===== src/sv/mcbsm_pkg.sv =====
// ----------------------------------------------------------------------------
// mcbsm_pkg: shared types and constants for the multicart bank switch mapper
// Item and result formats, op codes, register indexes and fixed bank values.
// ----------------------------------------------------------------------------
`default_nettype none

package mcbsm_pkg;

  typedef enum logic [1:0] {
    OP_CPU_WRITE = 2'd0,
    OP_CPU_XLATE = 2'd1,
    OP_PPU_XLATE = 2'd2
  } op_t;

  localparam int CFG_INDEX_W = 1;
  localparam int CFG_DATA_W  = 10;

  localparam logic [CFG_INDEX_W-1:0] CFG_PRG_BANK_MASK = 1'd0;
  localparam logic [CFG_INDEX_W-1:0] CFG_CHR_BANK_MASK = 1'd1;

  localparam logic [6:0] PRG_MASK_RESET = 7'h7F;
  localparam logic [9:0] CHR_MASK_RESET = 10'h3FF;

  // Register decode at 0x8000+
  localparam logic [15:0] SEL_MASK        = 16'hE001;
  localparam logic [15:0] SEL_BANK_SELECT = 16'h8000;
  localparam logic [15:0] SEL_BANK_DATA   = 16'h8001;

  // Outer register write window 0x6000-0x7FFF: top three address bits
  localparam logic [2:0] OUTER_WINDOW = 3'b011;

  localparam logic [7:0] PRG_SECOND_LAST = 8'hFE;
  localparam logic [7:0] PRG_LAST        = 8'hFF;

  localparam logic [6:0] PRG_INNER_SMALL = 7'h0F;
  localparam logic [6:0] PRG_INNER_LARGE = 7'h1F;
  localparam logic [7:0] CHR_INNER_SMALL = 8'h7F;
  localparam logic [7:0] CHR_INNER_LARGE = 8'hFF;

  localparam logic [7:0] INNER_RESET [8] = '{
    8'd0, 8'd2, 8'd4, 8'd5, 8'd6, 8'd7, 8'd0, 8'd0
  };

  typedef struct packed {
    op_t         op;
    logic [15:0] address;
    logic [7:0]  value;
    logic        prg_ram_write_enable;
  } item_t;

  typedef struct packed {
    logic [9:0] bank;
    logic       uses_chr_ram;
    logic       forwarded;
  } result_t;

endpackage

`default_nettype wire


===== src/sv/multicart_bank_switch_mapper.sv =====
// ----------------------------------------------------------------------------
// multicart_bank_switch_mapper: multicart mapper with lockable outer register
// Takes CPU writes and CPU/PPU address lookups, returns one result per item.
// ----------------------------------------------------------------------------
//  channel   direction  handshake            payload
//  s_*       in         s_tvalid / s_tready  tuser op; tdata address, value, wren
//  m_*       out        m_tvalid / m_tready  tdata bank, forwarded; tuser chr ram
//  cfg_*     in         cfg_we               cfg_index, cfg_data
//
//  One item per cycle sustained while m_tready stays high; a result reaches
//  the output through the input register, then the result register.
//  The state update of a write lands when the item leaves the input register,
//  so the next item sees it with no bubble.
//  A stalled result holds the output; one more item waits in the input
//  register, then s_tready drops.
//  rst is synchronous: it empties both registers and restores mapper state.
// ----------------------------------------------------------------------------
`default_nettype none

module multicart_bank_switch_mapper (
  input  wire logic                               clk,
  input  wire logic                               rst,
  input  wire logic                               s_tvalid,
  output logic                                    s_tready,
  // [15:0] address, [23:16] value, [24] prg_ram_write_enable, [31:25] zero
  input  wire logic [31:0]                        s_tdata,
  // [1:0] op
  input  wire logic [1:0]                         s_tuser,
  output logic                                    m_tvalid,
  input  wire logic                               m_tready,
  // [9:0] bank, [10] forwarded, [15:11] zero
  output logic [15:0]                             m_tdata,
  // [0] uses_chr_ram
  output logic                                    m_tuser,
  input  wire logic                               cfg_we,
  input  wire logic [mcbsm_pkg::CFG_INDEX_W-1:0]  cfg_index,
  input  wire logic [mcbsm_pkg::CFG_DATA_W-1:0]   cfg_data
);
  import mcbsm_pkg::*;

  logic    in_valid;
  item_t   in_item;
  logic    out_valid;
  result_t out_result;
  result_t core_result;
  logic    out_load;
  logic    advance;

  assign out_load = !out_valid || m_tready;
  assign advance  = in_valid && out_load;
  assign s_tready = !in_valid || out_load;

  always_ff @(posedge clk) begin
    if (rst) begin
      in_valid <= 1'b0;
    end else if (s_tvalid && s_tready) begin
      in_valid <= 1'b1;
    end else if (advance) begin
      in_valid <= 1'b0;
    end
  end

  always_ff @(posedge clk) begin
    if (s_tvalid && s_tready) begin
      in_item.op                   <= op_t'(s_tuser);
      in_item.address              <= s_tdata[15:0];
      in_item.value                <= s_tdata[23:16];
      in_item.prg_ram_write_enable <= s_tdata[24];
    end
  end

  mcbsm_core u_core (
    .clk       (clk),
    .rst       (rst),
    .cfg_we    (cfg_we),
    .cfg_index (cfg_index),
    .cfg_data  (cfg_data),
    .fire      (advance),
    .item      (in_item),
    .result    (core_result)
  );

  always_ff @(posedge clk) begin
    if (rst) begin
      out_valid <= 1'b0;
    end else if (out_load) begin
      out_valid <= in_valid;
    end
  end

  always_ff @(posedge clk) begin
    if (advance) begin
      out_result <= core_result;
    end
  end

  assign m_tvalid = out_valid;
  assign m_tdata  = {5'b00000, out_result.forwarded, out_result.bank};
  assign m_tuser  = out_result.uses_chr_ram;

endmodule

`default_nettype wire


===== src/sv/mcbsm_core.sv =====
// ----------------------------------------------------------------------------
// mcbsm_core: mapper state and bank translation
// Holds outer, bank select, inner bank and mask registers; computes the
// result of one item and updates the state when the item is taken.
// ----------------------------------------------------------------------------
`default_nettype none

module mcbsm_core (
  input  wire logic                               clk,
  input  wire logic                               rst,
  input  wire logic                               cfg_we,
  input  wire logic [mcbsm_pkg::CFG_INDEX_W-1:0]  cfg_index,
  input  wire logic [mcbsm_pkg::CFG_DATA_W-1:0]   cfg_data,
  input  wire logic                               fire,
  input  wire mcbsm_pkg::item_t                   item,
  output mcbsm_pkg::result_t                      result
);
  import mcbsm_pkg::*;

  logic [6:0] prg_bank_mask;
  logic [9:0] chr_bank_mask;
  logic [5:0] outer;
  logic [7:0] bank_select;
  logic [7:0] inner_banks [8];

  logic       outer_hit;
  logic       reg_hit;
  logic [7:0] prg_inner;
  logic [6:0] prg_base;
  logic [6:0] prg_mask;
  logic [6:0] prg_bank;
  logic [2:0] chr_slot;
  logic [2:0] chr_sel;
  logic [7:0] chr_inner;
  logic [7:0] chr_mask;
  logic [9:0] chr_bank;
  logic [15:0] sel;

  assign outer_hit = (item.address[15:13] == OUTER_WINDOW);
  assign reg_hit   = item.address[15];
  assign sel       = item.address & SEL_MASK;

  // PRG: 8 KB slot from address bits 14:13
  always_comb begin
    case (item.address[14:13])
      2'd0:    prg_inner = bank_select[6] ? PRG_SECOND_LAST : inner_banks[6];
      2'd1:    prg_inner = inner_banks[7];
      2'd2:    prg_inner = bank_select[6] ? inner_banks[6] : PRG_SECOND_LAST;
      default: prg_inner = PRG_LAST;
    endcase
  end

  assign prg_base = {outer[2:0], 4'b0000};
  assign prg_mask = outer[3] ? PRG_INNER_LARGE : PRG_INNER_SMALL;
  assign prg_bank = ((prg_base & ~prg_mask) | (prg_inner[6:0] & prg_mask)) & prg_bank_mask;

  // CHR: 1 KB slot, inverted halves when bank select bit 7 is set
  assign chr_slot = item.address[12:10];
  assign chr_sel  = chr_slot ^ {bank_select[7], 2'b00};

  always_comb begin
    case (chr_sel)
      3'd0:    chr_inner = inner_banks[0] & 8'hFE;
      3'd1:    chr_inner = inner_banks[0] | 8'h01;
      3'd2:    chr_inner = inner_banks[1] & 8'hFE;
      3'd3:    chr_inner = inner_banks[1] | 8'h01;
      default: chr_inner = inner_banks[chr_sel - 3'd2];
    endcase
  end

  assign chr_mask = outer[5] ? CHR_INNER_LARGE : CHR_INNER_SMALL;
  assign chr_bank = ({outer[2:0], 7'b0000000} | {2'b00, chr_inner & chr_mask}) & chr_bank_mask;

  always_comb begin
    result = '0;
    case (item.op)
      OP_CPU_WRITE: begin
        if (reg_hit && sel != SEL_BANK_SELECT && sel != SEL_BANK_DATA) begin
          result.forwarded = 1'b1;
        end
      end
      OP_CPU_XLATE: begin
        if (reg_hit) begin
          result.bank = {3'b000, prg_bank};
        end
      end
      OP_PPU_XLATE: begin
        if (outer[4]) begin
          result.bank         = {7'b0000000, chr_slot};
          result.uses_chr_ram = 1'b1;
        end else begin
          result.bank = chr_bank;
        end
      end
      default: result = '0;
    endcase
  end

  always_ff @(posedge clk) begin
    if (rst) begin
      prg_bank_mask <= PRG_MASK_RESET;
      chr_bank_mask <= CHR_MASK_RESET;
    end else if (cfg_we) begin
      case (cfg_index)
        CFG_PRG_BANK_MASK: prg_bank_mask <= cfg_data[6:0];
        CFG_CHR_BANK_MASK: chr_bank_mask <= cfg_data;
        default: ;
      endcase
    end
  end

  always_ff @(posedge clk) begin
    if (rst) begin
      outer       <= '0;
      bank_select <= '0;
      for (int i = 0; i < 8; i++) begin
        inner_banks[i] <= INNER_RESET[i];
      end
    end else if (fire && item.op == OP_CPU_WRITE) begin
      if (outer_hit) begin
        // lock once the outer base is nonzero
        if (item.prg_ram_write_enable && outer[2:0] == 3'b000) begin
          outer <= item.address[5:0];
        end
      end else if (reg_hit) begin
        if (sel == SEL_BANK_SELECT) begin
          bank_select <= item.value;
        end else if (sel == SEL_BANK_DATA) begin
          inner_banks[bank_select[2:0]] <= item.value;
        end
      end
    end
  end

endmodule

`default_nettype wire


===== config.mk =====
export PLATFORM = sky130hd
export DESIGN_NAME = multicart_bank_switch_mapper
export DESIGN_NICKNAME = d
export VERILOG_FILES = /design/src/sv/mcbsm_pkg.sv /design/src/sv/multicart_bank_switch_mapper.sv /design/src/sv/mcbsm_core.sv
export SDC_FILE = /design/constraint.sdc
export NUM_CORES = 1
export LEC_CHECK = 0
export BUFFER_PORTS_ARGS = -buffer_cell sky130_fd_sc_hd__buf_2
export CAP_MARGIN = 20
export CORE_ASPECT_RATIO = 0.5
export CORE_MARGIN = 5
export CORE_UTILIZATION = 36
export CTS_BUF_LIST = sky130_fd_sc_hd__clkbuf_4 sky130_fd_sc_hd__clkbuf_8
export CTS_CLUSTER_DIAMETER = 120
export DETAILED_ROUTE_END_ITERATION = 16
export RECOVER_POWER = 50
export SLEW_MARGIN = 0
export SYNTH_ARGS = -nofsm -noshare
export SYNTH_HDL_FRONTEND = slang
export SYNTH_SLANG_ARGS = --single-unit

===== constraint.sdc =====
create_clock -name clk -period 2.25 [get_ports clk]
set_input_delay 0.3375 -clock clk [delete_from_list [all_inputs] [get_ports clk]]
set_output_delay 0.3375 -clock clk [all_outputs]
set_load 0.005 [all_outputs]

# == After elaboration in Yosys (flattened, before gate mapping) ==
# Memories as Yosys holds them, arrays and structs flattened.
# Index checks and enable logic that the tools add are counted.
# classes
addsub,1
n_eq_ne,12
muxes,25
bitwise_logic,11
reduce_logical,20
# ops
op,count
case mux 8 bit (4 select lines),1
AND 7 bit,3
two-way mux 7 bit,3
case mux 7 bit (3 select lines),1
case mux 10 bit (2 select lines),1
two-way mux 8 bit,2
two-way mux 1 bit,14
AND 10 bit,1
two-way mux 10 bit,1
OR 10 x 8 -> 10 bit,1
"equality test 3 x 2 -> 1 bit, second input constant",3
AND 8 bit,1
"equality test 4 bit, second input constant",2
"inequality test 4 bit, second input constant",2
OR reduction 8 bit,1
NOT 7 bit,1
OR 7 bit,1
logical AND 1 bit,6
logical NOT 3 bit,2
two-way mux 5 bit,1
"equality test 2 x 1 -> 1 bit, second input constant",2
"equality test 2 bit, second input constant",2
logical NOT 2 bit,2
AND reduction 2 bit,2
10 further kinds,13
# totals
ff_bits,72
ram_bits,64
input_bits,50
out_inout_bits,19
elab_cells,83
memories,1
# memory_table
memory,depth,word_bits,read_ports,rd_clocked_by_memory_dff,wr,line,rtl
u_core.inner_banks,8,8,5,0,8,mcbsm_core.sv:24,logic [7:0] inner_banks [8];

# == Depth between registers and ports, before layout ==
# Gate-level depths: netlist of the first run.
# logic_depth
word_depth,10
ltp_mapped,7
depth_no_buf,6

# == Cells and area by module ==
# Synthesis of the first run repeated with hierarchy kept, for this count alone.
# hier_totals
cells_unflattened,381
hier_area_um2,5292.6
# modules_own_cells
mod,n_inst,cells_per_inst,area_each_um2,seq_area_each_um2
mcbsm_core,1,326,3976.3,2242.2
multicart_bank_switch_mapper,1,55,1316.3,1211.2

# == Least setup slack after synthesis of the first run ==
# Ideal clock, no wire load.
# synth_path
path_type,flip-flop to flip-flop
start,register in_item[25] (netlist bit)
end,memory u_core.inner_banks[3][0] (enable)
setup_time_ps,329
t_arrival_ps,1763
t_required_ps,1921
path_slack_ps,158
path_stages_with_launch,7
n_path_buf,0
synth_period_minus_slack_ps,2092
cell_sequence,edfxtp_1 -> inv_1 -> ha_1 -> and4bb_1 -> nand4_4 -> nor4b_4 -> or2_1
# synth_lines
element,line,rtl
"start, declared",multicart_bank_switch_mapper.sv:42,item_t in_item;
"end, declared",mcbsm_core.sv:24,

==> Implementation_results.wiki, run 1 <==
{| class="wikitable"
! Metric !! Value
|-
| TritonCTS clock tree || yes
|-
| Global-route wire length before repair || 17300 µm
|-
| Skew final || about 16 ps
|-
| Drt wl/cell || roughly 17 µm
|-
| # H-tree levels || 4
|-
| Cell type group with the largest total delay on the critical path || simple AND/OR/NAND/NOR gates
|-
| Die outline area || 0.0170 mm²
|-
| Post-CTS clock slew at the launch and capture registers of the worst setup and hold paths || 80 ps
|-
| Count of clock tree sinks || 121
|-
| Most frequently used flop master after synthesis || sky130_fd_sc_hd__edfxtp_1
|-
| Post-Route WL || about 11000 µm
|-
| Leading cell types in the layout, fill and taps excluded || sky130_fd_sc_hd__edfxtp_1, sky130_fd_sc_hd__buf_2, sky130_fd_sc_hd__and2_1
|-
| Max transition margin || 11.5%
|-
| Total of endpoints with negative setup slack in the final report || 0
|-
| Crit path arrival time || 2270 ps
|-
| Synth unique cells || 51
|-
| Cell Pwr Density || 748 mW/mm²
|-
| Setup ws final || 107 ps
|-
| Area of placed instances || 0.00580 mm²
|-
| Hold Fails Final Rpt || 0
|-
| Synthesized area per cell || 13.7 µm²
|-
| All-Layer GR Usage || 13.8%
|-
| Type of the most critical hold path || in -> reg
|-
| Max capacitance violation total || 0
|-
| Final critical-path share of the clock period || 95.2%
|-
| Most area-hungry cell type in the Yosys netlist || sky130_fd_sc_hd__edfxtp_1
|-
| Number of design rule violations left after detail routing || 0
|-
| Post-layout minimum cycle time || 2140 ps
|-
| Instance count of the mapped netlist || roughly 380
|-
| DRT iter0 DRCs || approximately 230
|-
| Count of yosys warnings during synthesis || 0
|-
| Cell chain of the critical path || inv_1 -> ha_1 -> and4bb_1 -> nand4_4 -> buf_4 -> nor3_2 -> or2_4
|-
| Y dimension of the die || 94.7 µm
|-
| Run status || completed
|-
| Antenna-violating nets left || 0
|-
| Final antenna diode count || 0
|-
| Buf/Inv on CP || 2
|-
| Most area-consuming cells after synthesis || sky130_fd_sc_hd__edfxtp_1, sky130_fd_sc_hd__dfxtp_1, sky130_fd_sc_hd__and2_1, sky130_fd_sc_hd__mux4_2, sky130_fd_sc_hd__mux2i_1
|-
| Dpl ws || 91.4 ps
|-
| Largest net degree at the start of global routing || 29
|-
| Area Overhead vs Synth || 18.9%
|-
| CP Launch Point || in_item[25]
|-
| Starting density of the core || between 30 and 40%
|-
| Peak fanout along the critical path || 8
|-
| Clock network latency to the later pin of the worst-skew pair || 430 ps
|-
| Worst min-delay path startpoint || s_tdata[10]
|-
| Hold-fix buffers at CTS || 0
|-
| Pre-antenna DRT Iters || 4
|-
| HPWL after detailed placement || ~8000 µm
|-
| Core region area || roughly 0.014 mm²
|-
| Global route total overflow || 0
|-
| IO Port Bufs || 52
|-
| CP peak stage delay || 400 ps
|-
| FFs w/ async S/R, synth || 0%
|-
| Cell area after synthesis || roughly 0.0052 mm²
|-
| Crit Path Class || reg -> reg
|-
| Commonest non-fill, non-tap cell in the layout || sky130_fd_sc_hd__edfxtp_1
|-
| Req. time, crit path || ~2400 ps
|-
| Power consumption || around 4600 µW
|-
| Type of element capturing the critical path || register
|-
| Routability congestion estimate from global placement || 0.743
|-
| Share of final-layout standard cells stronger than drive strength 1 || between 20% and 30%
|-
| X dimension of the die || 179 µm
|-
| Count of pins over their slew limit || 0
|-
| Cell at the root of the clock tree || sky130_fd_sc_hd__clkbuf_8
|-
| Num CTS Buffers || 17
|-
| Launch point of the worst reg-to-reg path || in_item[25]
|-
| Post-route standard cell area excluding fillers || 0.00614 mm²
|-
| Static power due to leakage || 0.00232 µW
|-
| Share of the core filled with cells || 44.6%
|-
| Floorplan row count || 30
|-
| Count of flip-flops with a built-in enable after synthesis || 91
|-
| Seq/Total Area, Yosys || 64.6%
|-
| Nets || 510
|-
| Unrepaired setup endpoints after global routing || false
|-
| Post-route setup TNS || 0 ps
|-
| Slowest library cell on the worst path || sky130_fd_sc_hd__edfxtp_1
|-
| Portion of synthesized cell area occupied by the leading cell type || 52.9%
|-
| Startpoint type of the worst setup path || register
|-
| I/O pin total || 69
|-
| Worst slew pin tran || roughly 1300 ps
|-
| Via count of the first global-routing pass || 3092
|-
| Clock buffer depth || 2
|-
| Highest clock frequency the design can meet || between 0.4 and 0.5 GHz
|-
| Maximum resistive drop on vdd || roughly 0.4 mV
|-
| Via count normalized by instance count || around 4.7
|-
| Number of antenna violations at the first check in global routing || 0
|-
| Via count || roughly 3100
|-
| Flip-flop and latch count after synthesis || 121
|}
synth_stat cells, types with 2 or more instances:
master,n
sky130_fd_sc_hd__nor3b_1,3
sky130_fd_sc_hd__and2_1,50
sky130_fd_sc_hd__clkbuf_1,10
sky130_fd_sc_hd__a211o_1,6
sky130_fd_sc_hd__nand3_1,21
sky130_fd_sc_hd__nand2_1,21
sky130_fd_sc_hd__inv_1,4
sky130_fd_sc_hd__mux4_2,7
sky130_fd_sc_hd__nor4b_4,2
sky130_fd_sc_hd__o21ai_0,3
sky130_fd_sc_hd__xnor2_1,2
sky130_fd_sc_hd__nand2b_1,14
sky130_fd_sc_hd__dfxtp_1,30
sky130_fd_sc_hd__nor2b_1,8
sky130_fd_sc_hd__o2bb2ai_1,2
sky130_fd_sc_hd__nor3_2,4
sky130_fd_sc_hd__edfxtp_1,91
sky130_fd_sc_hd__or2_2,4
sky130_fd_sc_hd__ha_1,3
sky130_fd_sc_hd__or2_1,4
sky130_fd_sc_hd__nor4_4,2
sky130_fd_sc_hd__mux2_2,5
sky130_fd_sc_hd__and4b_1,2
sky130_fd_sc_hd__a32o_1,2
sky130_fd_sc_hd__o2111ai_1,5
sky130_fd_sc_hd__and3_1,3
sky130_fd_sc_hd__a21oi_1,8
sky130_fd_sc_hd__nor2_1,18
sky130_fd_sc_hd__buf_2,3
sky130_fd_sc_hd__buf_4,5
sky130_fd_sc_hd__mux2i_1,15
routing by layer:
metal | vias up | global-route usage (%) | part of all wire [%]
met5 | - | 0 | 0
met4 | 0 | 4.75 | 1.2
met3 | 13 | 3.96 | 5.1
met2 | 69 | 19.7 | 43
met1 | 1465 | 20.0 | 51
li1 | 1547 | - | -
power breakdown:
group	internal [µW]	total [µW]	switching, µW
Clock	974	1770	800
Combinational	123	271	148
Sequential	2490	2540	58.5
metrics by stage:
stage | hold slack [ps] | cells
after floorplan | 427 | 381
after global placement | 438 | 628
after detailed placement | 449 | 629
after CTS | 51.1 | 661
after global routing | 46.4 | 662
final | 74.2 | 662
flip-flops by register name, indices dropped and copies added, names as in the netlist:
name                  flops
u_core.bank_select        5
in_valid                  1
u_core.outer              6
m_tdata                  11
m_tuser                   1
u_core.inner_banks       56
u_core.prg_bank_mask      7
m_tvalid                  1
u_core.chr_bank_mask     10
in_item                  23
worst paths after layout:
path / to / slack (ps) / cells after the start
hold / removal: in_item[19] / 70 / 1
hold reg to reg: u_core.chr_bank_mask[9] / 460 / 1
setup / recovery: u_core.inner_banks[5][2] / 110 / 7
setup reg to reg: u_core.inner_banks[5][2] / 110 / 7
what timing repair did:
action | 4_1_cts | 5_1_grt
setup endpoints to repair | 0 | 20
hold endpoints to repair | 0 | 0
setup buffers | 0 | 1
resized for setup | 0 | 2
layout make-up:
type / count / area [µm²]
timing repair buffer: 75 / 442
inverter: 5 / 18.8
fill: 1256 / 7640
tap: 192 / 240
multi-input combinational: 237 / 1740
sequential: 121 / 3330
clock inverter: 3 / 15.0
clock buffer: 29 / 349
logic make-up after synthesis:
| kind of cell | Yosys count | synth area share (%) |
|---|---|---|
| flip-flops | 121 | 64.6 |
| buffers and inverters | 23 | 2.11 |
| multiplexers | 27 | 7.05 |
| AND/OR/NAND/NOR | 165 | 20.1 |
| XOR/XNOR | 3 | 0.509 |
| adder cells (fa/ha/maj) | 3 | 0.727 |
| other | 1 | 0.0727 |
| AO/OA/AOI/OAI | 34 | 4.87 |
No activity file was read; power rests on OpenSTA's default activity.
==> run 2: changes to the inputs <==
- SYNTH_HIERARCHICAL: unset -> 1
==> run 2 against run 1 <==
Count of clock-buffer cells in the layout fell by 6. Total power rose by 5.6%. Critical path type unchanged. Combinational power fell by 7.4%. Design area fell by 1.2%. First-iteration DRC count fell by 41%. Area after synthesis rose by 0.22%. Register-to-register slack improved by 100 ps.
==> Implementation_results.wiki, run 2 <==
{| class="wikitable"
! Metric !! Value
|-
| Largest net degree at the start of global routing || 33
|-
| Type of the most critical hold path || in -> reg
|-
| Global routing met2 resource utilization || 21.2%
|-
| Starting density of the core || around 36%
|-
| Slowest library cell on the worst path || sky130_fd_sc_hd__edfxtp_1
|-
| Num CTS Buffers || 17
|-
| Run status || completed
|-
| Slack of the worst reg-to-reg path || roughly 210 ps
|-
| Req. time, crit path || 2370 ps
|-
| # H-tree levels || 4
|-
| Number of cells after detailed placement || 627
|-
| GRT Max-Usage Layer || met2
|-
| Via count || 3120
|-
| Core region area || 0.0143 mm²
|-
| CP peak stage delay || 390 ps
|-
| Global routing met3 resource utilization || 3.08%
|-
| Synthesized area per cell || 13.7 µm²
|-
| I/O pin total || 69
|-
| Routability congestion estimate from global placement || 0.768
|-
| Startpoint type of the worst setup path || register
|-
| Max capacitance violation total || 0
|-
| Worst min-delay path startpoint || s_tdata[4]
|-
| Final antenna diode count || 0
|-
| Crit path arrival time || ~2200 ps
|-
| Y dimension of the die || 94.8 µm
|-
| Total of endpoints with negative setup slack in the final report || 0
|-
| Post-route setup TNS || 0 ps
|-
| Global-route wire length before repair || 17700 µm
|-
| DRT iter0 DRCs || 136
|-
| Combinational cell fraction of total power || 5.2%
|-
| Unrepaired setup endpoints after global routing || false
|-
| Hold Fails Final Rpt || 0
|-
| Length in cells of the worst reg-to-reg path || 6
|-
| Type of element capturing the critical path || register
|-
| Proportion of power drawn by flip-flops and latches || 52.6%
|-
| X dimension of the die || 180 µm
|-
| Post-layout minimum cycle time || 2040 ps
|-
| Commonest non-fill, non-tap cell in the layout || sky130_fd_sc_hd__edfxtp_1
|-
| Static power due to leakage || 0.00234 µW
|-
| Max transition margin || approximately 6.5%
|-
| Number of antenna violations at the first check in global routing || 0
|-
| Reg with most FFs || u_core/inner_banks
|-
| Buf/Inv on CP || 1
|-
| Post-CTS clock slew at the launch and capture registers of the worst setup and hold paths || 70 ps
|-
| Largest register FFs || 56
|-
| Maximum resistive drop on vdd || 0.338 mV
|-
| Instance count of the mapped netlist || 377
|-
| TritonCTS clock tree || yes
|-
| Share of final-layout standard cells stronger than drive strength 1 || 23.4%
|-
| Cell area after synthesis || 0.00517 mm²
|-
| Capture endpoint of the worst hold path || in_item[13]
|-
| Switching share of power || between 20 and 25%
|-
| Crit Path Class || reg -> reg
|-
| Final Non-Filler Cells || around 660
|-
| Pre-antenna DRT Iters || 4
|-
| Setup fix buffers added after clock tree synthesis || 0
|-
| Worst slew pin tran || 1400 ps
|-
| Global route total overflow || 0
|-
| Post-Route WL || between 10000 and 15000 µm
|-
| Count of yosys warnings during synthesis || 6
|-
| Area Overhead vs Synth || 17.3%
|-
| Clock buffer depth || 2
|-
| HPWL after detailed placement || 7890 µm
|-
| Highest clock frequency the design can meet || about 0.49 GHz
|-
| Nets || 501
|-
| Share of power burned in the clock network || 42.2%
|-
| Worst flop-to-flop path endpoint || u_core/inner_banks[7][3]
|-
| Count of pins over their slew limit || 0
|-
| Final critical-path share of the clock period || 90.6%
|-
| Post-cts gate resize count || 0
|-
| Cell chain of the critical path || inv_1 -> ha_1 -> and4bb_4 -> nand4_4 -> nor2_1 -> or2_2
|-
| Via count normalized by instance count || approximately 4.7
|-
| Floorplan row count || 31
|-
| Launch point of the worst reg-to-reg path || in_item[25]
|-
| Via count of the first global-routing pass || 3187
|-
| Internal || 3810 µW
|-
| Instance count along the most critical hold path || 1
|-
| Skew final || 11.6 ps
|-
| Drt wl/cell || approximately 17 µm
|-
| Cell Pwr Density || 799 mW/mm²
|-
| Peak fanout along the critical path || 9
|-
| Antenna-violating nets left || 0
|-
| Met1 usage || 18.9%
|-
| IO Port Bufs || 52
|-
| Hold-fix buffers at CTS || 0
|-
| All-Layer GR Usage || between 10 and 15%
|-
| Clock network latency to the later pin of the worst-skew pair || 420 ps
|-
| Cell type group with the largest total delay on the critical path || simple AND/OR/NAND/NOR gates
|-
| Number of design rule violations left after detail routing || 0
|-
| Net load switching power || just over 1000 µW
|-
| Cell at the root of the clock tree || sky130_fd_sc_hd__clkbuf_8
|-
| Die outline area || 0.0170 mm²
|-
| Count of clock tree sinks || ~120
|-
| Leading cell types in the layout, fill and taps excluded || sky130_fd_sc_hd__edfxtp_1, sky130_fd_sc_hd__and2_1, sky130_fd_sc_hd__buf_2
|}
## run 2: worst max path at each step
stage,start,endpoint,slack (ps),cells after the start
finish,in_item[25],u_core/inner_banks[7][3],210,6
global route,in_item[25],u_core/inner_banks[7][1],70,6
global placement,m_tready,u_core/inner_banks[3][1],280,7
CTS,in_item[25],u_core/inner_banks[3][7],280,6
detailed placement,m_tready,u_core/inner_banks[3][1],270,7
floorplan,m_tready,u_core/inner_banks[1][1],270,6
## run 2: worst register-to-register path: stages (launching register included)
cell	delay, ps
sky130_fd_sc_hd__edfxtp_1	390
sky130_fd_sc_hd__inv_1	90
sky130_fd_sc_hd__ha_1	200
sky130_fd_sc_hd__and4bb_4	300
sky130_fd_sc_hd__nand4_4	200
sky130_fd_sc_hd__nor2_1	310
sky130_fd_sc_hd__or2_2	240
## run 2: layer usage
metal  vias up  share of wire, %
met5         -                 0
met4         0               1.0
met3        11               4.8
met2        80                44
met1      1504                50
li1       1525                 -
## run 2: through the flow
stage	area, µm²	hold slack (ps)	setup slack (ps)	utilization [%]	total power, µW
detailed placement	5690	444	269	39.9	2850
global route	6070	65.2	69.0	42.5	5030
floorplan	5190	400	268	-	2730
global placement	5690	435	276	39.9	2850
CTS	6110	61.1	276	42.8	4890
finish	6070	86.4	212	42.5	4840
## run 2: cell type report
cell class	instances	area, µm²
sequential	121	3330
multi-input combinational	237	1710
tap	198	248
inverter	4	15.0
clock inverter	9	120
timing repair buffer	67	344
fill	1342	8210
clock buffer	23	298
## run 2: power groups by stage
stage / clock, µW / combinational (µW) / sequential [µW]
after global placement: 0 / 253 / 2590
after CTS: 2090 / 258 / 2550
after floorplan: 0 / 170 / 2560
after global routing: 2200 / 277 / 2560
final: 2050 / 251 / 2550
after detailed placement: 0 / 258 / 2600
==> run 3: changes to the inputs <==
- CORE_ASPECT_RATIO: 0.5 -> 1.5
==> run 3 against run 2 <==
Total power decreased by 1.7%. Sequential share of layout area barely moved. First-iteration DRC count increased by 3.7%. Largest cell class unchanged. Core utilization increased by 0.62 points. Non-clock buffer count shrank 1.
==> Implementation_results.wiki, run 3 (synthesized netlist as in run 2, its figures left out) <==
{| class="wikitable"
! Metric !! Value
|-
| Global route total overflow || 0
|-
| Type of the most critical hold path || in -> reg
|-
| Count of clock tree sinks || 121
|-
| Static power due to leakage || 0.00236 µW
|-
| Cell chain of the critical path || inv_1 -> ha_1 -> and4bb_4 -> nand4_4 -> nor2_1 -> or2_2
|-
| Largest net degree at the start of global routing || 24
|-
| Net load switching power || 1000 µW
|-
| Worst Hold Slack || 81.3 ps
|-
| Crit path arrival time || about 2100 ps
|-
| Share of final-layout standard cells stronger than drive strength 1 || 25.4%
|-
| All-Layer GR Usage || 14.0%
|-
| Final antenna diode count || 0
|-
| Post-CTS clock slew at the launch and capture registers of the worst setup and hold paths || around 70 ps
|-
| Starting density of the core || a little under two fifths
|-
| Max capacitance violation total || 0
|-
| Y dimension of the die || 157 µm
|-
| Clock buffer depth || 2
|-
| Floorplan row count || 53
|-
| Global-route wire length before repair || 17600 µm
|-
| IO Port Bufs || 52
|-
| X dimension of the die || 108 µm
|-
| Hold-fix buffers at CTS || 0
|-
| Commonest non-fill, non-tap cell in the layout || sky130_fd_sc_hd__edfxtp_1
|-
| HPWL after detailed placement || between 7000 and 8000 µm
|-
| Setup fix buffers added after clock tree synthesis || 0
|-
| Post-route setup TNS || 0 ps
|-
| Post-layout minimum cycle time || 2020 ps
|-
| Buf/Inv on CP || 1
|-
| DRT iter0 DRCs || 141
|-
| Launch point of the worst reg-to-reg path || in_item[25]
|-
| Area used by sequential logic in the layout || ~0.0033 mm²
|-
| Nets || 500
|-
| Worst flop-to-flop path endpoint || u_core/inner_banks[5][6]
|-
| Number of design rule violations left after detail routing || 0
|-
| Worst slew pin tran || 1080 ps
|-
| Share of power burned in the clock network || 41.3%
|-
| Area of combinational cells with multiple inputs || roughly 0.0017 mm²
|-
| Crit Path Class || reg -> reg
|-
| Combinational cell fraction of total power || 5.1%
|-
| Hold Fails Final Rpt || 0
|-
| Antenna-violating nets left || 0
|-
| Num CTS Buffers || 17
|-
| Length in cells of the worst reg-to-reg path || 6
|-
| Pre-antenna DRT Iters || 4
|-
| Cell Pwr Density || 786 mW/mm²
|-
| Slack of the worst reg-to-reg path || roughly 230 ps
|-
| Proportion of power drawn by flip-flops and latches || 53.6%
|-
| Slowest library cell on the worst path || sky130_fd_sc_hd__edfxtp_1
|-
| Capture endpoint of the worst hold path || in_item[19]
|-
| I/O pin total || 69
|-
| Via count || 3116
|-
| Number of antenna violations at the first check in global routing || 0
|-
| Instance count along the most critical hold path || 1
|-
| Die outline area || approximately 0.017 mm²
|-
| Final critical-path share of the clock period || 89.8%
|-
| Largest register FFs || 56
|-
| Clock network latency to the later pin of the worst-skew pair || between 400 and 500 ps
|-
| Leading cell types in the layout, fill and taps excluded || sky130_fd_sc_hd__edfxtp_1, sky130_fd_sc_hd__buf_2, sky130_fd_sc_hd__and2_1
|-
| Filler cell count in the final layout || 1359
|-
| Cell at the root of the clock tree || sky130_fd_sc_hd__clkbuf_8
|-
| Skew final || 9.95 ps
|-
| Internal || 3760 µW
|-
| TritonCTS clock tree || yes
|-
| # H-tree levels || 4
|-
| Run status || completed
|-
| Type of element capturing the critical path || register
|-
| Routability congestion estimate from global placement || 0.827
|-
| Post-cts gate resize count || 0
|-
| Total of endpoints with negative setup slack in the final report || 0
|-
| Post-route standard cell area excluding fillers || between 0.006 and 0.007 mm²
|-
| Switching share of power || 21.0%
|-
| Highest clock frequency the design can meet || 0.495 GHz
|-
| Max transition margin || 27.8%
|-
| Drt wl/cell || 16.9 µm
|-
| Peak fanout along the critical path || 9
|-
| Post-Route WL || roughly 11000 µm
|-
| Core region area || 0.0141 mm²
|-
| Reg with most FFs || u_core/inner_banks
|-
| Via count of the first global-routing pass || approximately 3300
|-
| Power consumption || 4760 µW
|-
| Cell type group with the largest total delay on the critical path || simple AND/OR/NAND/NOR gates
|-
| Count of pins over their slew limit || 0
|-
| Maximum resistive drop on vdd || 0.276 mV
|-
| Worst min-delay path startpoint || s_tdata[10]
|-
| Req. time, crit path || 2360 ps
|-
| Startpoint type of the worst setup path || register
|-
| Via count normalized by instance count || 4.78
|-
| CP peak stage delay || 390 ps
|-
| Area Overhead vs Synth || 17.2%
|-
| Area of placed instances || between 0.005 and 0.006 mm²
|-
| Unrepaired setup endpoints after global routing || false
|}
run 3: changes by cell type in the layout (fill, tap and decap cells not counted), sizes merged:
cell      previous run  this run
clkinvlp             0         1
clkinv               5         3
bufinv               3         2
buf                 52        58
clkbuf              38        33
run 3: per-layer routing:
layer,up-vias,share of wire (%),GRT usage (%)
met5,-,0,0
met4,0,3.6,6.68
met3,21,4.3,4.21
met2,83,51,23.8
met1,1489,41,15.9
li1,1523,-,-
run 3: final cells by class:
type	count	share of cell area (%)
timing repair buffer	66	5.76
tap	192	3.96
inverter	4	0.248
clock buffer	25	5.37
clock inverter	7	1.47
sequential	121	55.0
multi-input combinational	237	28.2
run 3: how the worst max path moves through the flow:
stage / endpoint / slack, ps / cells past startpoint / startpoint
2_1_floorplan: u_core/inner_banks[1][1] / 270 / 6 / m_tready
5_1_grt: u_core/inner_banks[1][4] / 90 / 6 / in_item[25]
6_report: u_core/inner_banks[5][6] / 230 / 6 / in_item[25]
3_3_place_gp: u_core/inner_banks[5][6] / 250 / 6 / in_item[25]
3_5_place_dp: m_tdata[7] / 230 / 4 / in_item[19]
4_1_cts: u_core/inner_banks[1][4] / 210 / 6 / in_item[25]
run 3: power groups by stage:
stage                     Sequential [µW]  Clock, µW  Combinational [µW]
after floorplan                      2560          0                 170
after CTS                            2550       2030                 253
after global routing                 2560       2120                 273
after global placement               2600          0                 247
final                                2550       1970                 245
after detailed placement             2600          0                 251
run 3: worst reg2reg max path: cells and delay by family, from the launching register on:
| family | cells | cell delay, ps |
|---|---|---|
| adders and majority gates | 1 | 230 |
| buffers and inverters | 1 | 90 |
| DFF | 1 | 390 |
| and+or+nand+nor | 4 | 1000 |
run 3: metrics by stage:
stage	setup slack (ps)	utilization (%)	cells
floorplan	268	-	381
global placement	253	40.4	620
detailed placement	232	40.4	620
CTS	208	43.3	652
global route	93.1	43.1	652
finish	229	43.1	652
